$ cat src/rtl/vdi_pkg.sv
// Shared widths, defaults and the transaction type that travels down the cell chain.
`default_nettype none

package vdi_pkg;

  localparam int unsigned MaxDistinctDefault = 1024;
  localparam int unsigned WordW = 32;
  localparam int unsigned KeyWords = 8;
  localparam int unsigned KeyW = WordW * KeyWords;
  localparam int unsigned IdxW = 10;

  typedef struct packed {
    logic            valid;
    logic            clr;
    logic            done;
    logic            is_new;
    logic [IdxW-1:0] idx;
    logic [KeyW-1:0] key;
  } vdi_item_t;

endpackage

`default_nettype wire

$ cat src/rtl/vdi_cell.sv
// One table cell: holds one distinct vertex and matches or stores the passing transaction.
`default_nettype none

module vdi_cell (
  input  wire logic                     clk_i,
  input  wire logic                     rst_ni,
  input  wire logic                     adv_i,
  input  wire logic [vdi_pkg::IdxW-1:0] cell_idx_i,
  input  wire vdi_pkg::vdi_item_t       item_i,
  output      vdi_pkg::vdi_item_t       item_o
);

  logic                     used_q;
  logic                     used_d;
  logic [vdi_pkg::KeyW-1:0] key_q;
  logic                     out_valid_q;
  vdi_pkg::vdi_item_t       out_q;
  vdi_pkg::vdi_item_t       item_d;
  logic                     eff_used;
  logic                     hit;
  logic                     take;

  // A mesh start clears each cell as its transaction passes, before the match.
  assign eff_used = used_q & ~(item_i.valid & item_i.clr);
  assign hit      = item_i.valid & ~item_i.done & eff_used & (key_q == item_i.key);
  assign take     = item_i.valid & ~item_i.done & ~eff_used;
  assign used_d   = take | eff_used;

  always_comb begin
    item_d = item_i;
    if (hit) begin
      item_d.done   = 1'b1;
      item_d.idx    = cell_idx_i;
      item_d.is_new = 1'b0;
    end else if (take) begin
      item_d.done   = 1'b1;
      item_d.idx    = cell_idx_i;
      item_d.is_new = 1'b1;
    end
  end

  always_ff @(posedge clk_i or negedge rst_ni) begin
    if (!rst_ni) begin
      used_q      <= 1'b0;
      out_valid_q <= 1'b0;
    end else if (adv_i) begin
      used_q      <= used_d;
      out_valid_q <= item_i.valid;
    end
  end

  always_ff @(posedge clk_i) begin
    if (adv_i) begin
      out_q <= item_d;
      if (take) begin
        key_q <= item_i.key;
      end
    end
  end

  always_comb begin
    item_o       = out_q;
    item_o.valid = out_valid_q;
  end

endmodule

`default_nettype wire

$ cat config.mk
export PLATFORM = sky130hd
export DESIGN_NAME = vdi_cell
export DESIGN_NICKNAME = d
export VERILOG_FILES = /design/src/rtl/vdi_pkg.sv /design/src/rtl/vdi_cell.sv
export SDC_FILE = /design/constraint.sdc
export NUM_CORES = 1
export LEC_CHECK = 0
export BUFFER_PORTS_ARGS = -buffer_cell sky130_fd_sc_hd__buf_4
export CAP_MARGIN = 30
export CORE_AREA = 2 2 218 220
export DETAILED_ROUTE_END_ITERATION = 8
export DIE_AREA = 0 0 220 222
export GPL_ROUTABILITY_DRIVEN = 0
export PLACE_DENSITY_LB_ADDON = 0.3
export SKIP_LAST_GASP = 1
export SLEW_MARGIN = 20
export SYNTH_ARGS = -nofsm -noshare
export SYNTH_HDL_FRONTEND = slang
export SYNTH_SLANG_ARGS = --single-unit
$ cat constraint.sdc
create_clock -name clk_i -period 11.1 [get_ports clk_i]
set_input_delay 1.11 -clock clk_i [delete_from_list [all_inputs] [get_ports clk_i]]
set_output_delay 1.11 -clock clk_i [all_outputs]
set_load 0.02 [all_outputs]
==> results_tabular.tex <==
\begin{tabular}{lr}
\hline
Metric & Value \\
\hline
\multicolumn{2}{l}{\textbf{Drt}} \\
Drt total wl & 53,300 um \\
DRC violation count after routing & 0 \\
Routed length per placed instance & 23.1 um \\
Post-detailed-route via-to-cell ratio & 4.99 \\
Total number of vias & 11,500 \\
Number of violations reported at the end of detailed-routing iteration 0 & 755 \\
Detailed Routing Iterations Pass 1 & 5 \\
Antenna viol nets, final & 0 \\
\multicolumn{2}{l}{\textbf{CTS}} \\
Clock tree sinks & 527 \\
H-tree levels & 2 \\
CTS Buffer Depth & 3 \\
CTS tree & built \\
Postcts setup bufs & 0 \\
Later-pin clock latency in the skew report & 0.60 ns \\
CTS Buf Count & 55 \\
Clock slew at the register clock pins of the worst setup and hold paths & 0.06 ns \\
\# resized after CTS & 0 \\
Root buffer cell & clkbuf\_16 \\
Hold buffers post-CTS & 0 \\
\multicolumn{2}{l}{\textbf{Global routing}} \\
Number of antenna violations at the first check in global routing & 1 \\
Wire length of the first global-routing pass & 76,900 um \\
Maximum number of pins on one net before global-route repair & 75 \\
Via count of the first global-routing pass & 11,900 \\
Global-route total usage across every layer & 21.6\% \\
GR Overflow Total & 0 \\
\multicolumn{2}{l}{\textbf{Critical path}} \\
Nature of the critical path startpoint & input port \\
Worst setup slack for register-to-register paths & 7.78 ns \\
Critical-path maximum fanout & 55 \\
CP endpoint kind & register \\
Critical path class & in -> reg \\
Required time of the critical path & 11.33 ns \\
Arrival time worst endpoint & 3.91 ns \\
\multicolumn{2}{l}{\textbf{Die}} \\
Die H & 222 um \\
Overall die width & 220 um \\
Top-level port count & 553 \\
Cell row count & 79 \\
Die footprint & 0.0488 mm\^{}2 \\
Initial Utilization & 42.3\% \\
Area inside the core boundary & 0.0463 mm\^{}2 \\
\multicolumn{2}{l}{\textbf{Synth}} \\
Area leader, netlist & edfxtp\_1 \\
Post-synth design cell area & 0.0196 mm\^{}2 \\
Sequential area share after synthesis & 80.8\% \\
Asr flop ratio synth & 0.380\% \\
Area share of the largest cell type after synthesis & 80.5\% \\
Most area-consuming cells after synthesis & edfxtp\_1 80\%, xnor2\_1 5.2\%, nand2b\_1 2.5\% \\
Mapped Nets & 1,321 \\
Commonest register cell after synthesis & edfxtp\_1 \\
Cells after synthesis & 1,038 \\
Cell variety after synth & 40 \\
Synthesized area per cell & 18.9 um\^{}2 \\
Number of warning messages in the yosys log & 0 \\
Number of synthesized flops with an enable pin & 525 \\
Total of flip-flops plus latches after synthesis & 527 \\
\multicolumn{2}{l}{\textbf{Run}} \\
Max-capacitance violation count & 0 \\
\multicolumn{2}{l}{\textbf{Pwr}} \\
Max rail drop VDD & 0.160 mV \\
Areal power density over the cells & 174 mW/mm\^{}2 \\
Leakage dissipation & 9.82 nW \\
\multicolumn{2}{l}{\textbf{Place}} \\
Post-detailed-placement half-perimeter wirelength & 40,900 um \\
Number of cells in the design after placement & 2,204 \\
Port buffer count & 552 \\
\multicolumn{2}{l}{\textbf{Finish}} \\
Net count reported at finish & 1,939 \\
Non-Filler Instances & 2,306 \\
Final core utilization & 56.9\% \\
Area overhead of the layout relative to synthesis & 34.3\% \\
Total inserted antenna cells & 0 \\
Layout cell share with drive strength beyond 1 & 39.1\% \\
\multicolumn{2}{l}{\textbf{STA}} \\
Rel. slew slack & 35.1\% \\
Maximum clock rate & 272 MHz \\
Sum Neg Setup Slack & 0 ns \\
RSZ-0062 raised after global routing & no \\
Final worst clock skew & 0.0181 ns \\
Min Tclk post-route & 3.68 ns \\
Tightest Pin Transition & 0.974 ns \\
Final number of hold-violating endpoints & 0 \\
Period utilization & 33.2\% \\
Finish-stage setup viols & 0 \\
Number of pins exceeding their max-slew limit in the final report & 0 \\
Worst Hold Margin & 0.294 ns \\
\multicolumn{2}{l}{\textbf{Hold path}} \\
HP Class & in -> async \\
\multicolumn{2}{l}{\textbf{Outcome}} \\
Run status & finished, final reports clean \\
\hline
\end{tabular}
final cells by class:
class / count / area [um^2]
Clock buffer: 67 / 1440
Clock inverter: 33 / 235
Fill cell: 3645 / 20000
Inverter: 55 / 206
Multi-Input combinational cell: 454 / 3550
Sequential cell: 527 / 15800
Tap cell: 607 / 759
Timing Repair Buffer: 563 / 4290
synth_stat cells (all sizes together), types with 3 or more instances:
cell / number
edfxtp: 525
xnor2: 116
nand2b: 79
nor2b: 79
inv: 54
nand4: 35
o2111ai: 27
nor4: 25
xor2: 16
a2111oi: 14
a2111o: 13
o22ai: 11
mux2: 10
nand2: 4
nand3: 4
nor2: 3
o21ai: 3
stage by stage:
| stage | instance area, um^2 | setup WS [ns] | power (mW) |
|---|---|---|---|
| CTS | 26200 | 7.19 | 4.61 |
| detailed placement | 24600 | 6.55 | 2.89 |
| floorplan | 19600 | 3.02 | 2.59 |
| global route | 26300 | 7.22 | 4.72 |
| finish | 26300 | 7.42 | 4.57 |
| global placement | 24500 | 6.50 | 2.88 |
final timing paths:
check,startpoint,to,cells after the start
setup reg to reg,key_q[125],item_o[265],7
min in group clk_i,out_valid_q,out_valid_q,2
max in group asynchronous,rst_ni,used_q,1
setup / recovery,item_i[267],key_q[248],7
hold reg to reg,out_valid_q,out_valid_q,2
hold / removal,rst_ni,out_valid_q,1
power by group:
part	leakage, nW	internal, mW	switching, mW
Sequential	4.99	2.31	0.0346
Clock	0.810	0.970	0.756
Combinational	4.01	0.214	0.278
Total	9.82	3.50	1.07
worst max-delay path, cell delays in order:
cell and delay, ns:
buf_4 0.12, nor2b_1 0.18, a21boi_0 0.38, and2_4 0.68, buf_4 0.40, buf_16 0.29
buf_4 0.65
state kept, by name, summed over array words and instances, names as in the netlist:
signal       cells
key_q          256
used_q           1
item_o         269
out_valid_q      1
routing by layer:
layer / part of all wire [%] / global-route usage [%] / vias up
met5: 0.019 / 0 / -
met4: 2.2 / 5.41 / 2
met3: 7.3 / 4.71 / 70
met2: 49 / 36.1 / 506
met1: 41 / 28.6 / 5707
li1: - / - / 5232
cells in the final DEF, fill, tap and decap left out, types with 6 or more instances in the layout:
cell / count
buf_4: 559
edfxtp_1: 525
xnor2_1: 116
nand2b_1: 79
nor2b_1: 76
clkbuf_16: 56
inv_1: 54
nand4_1: 35
o2111ai_1: 27
nor4_1: 23
xor2_1: 16
clkinv_1: 13
a2111o_1: 13
o22ai_1: 11
clkbuf_1: 11
clkinv_2: 10
mux2_4: 9
a2111oi_2: 6
logic make-up (layout without fill, tap and decap cells):
| kind of cell | Yosys count | after routing | synth area share (%) |
|---|---|---|---|
| compound gates | 77 | 77 | 3.78 |
| simple gates | 235 | 235 | 7.67 |
| xor+xnor | 132 | 132 | 5.90 |
| buf+inv | 57 | 718 | 1.15 |
| flops | 527 | 527 | 80.8 |
| mux | 10 | 10 | 0.747 |
(Power assumes the default switching activity.)
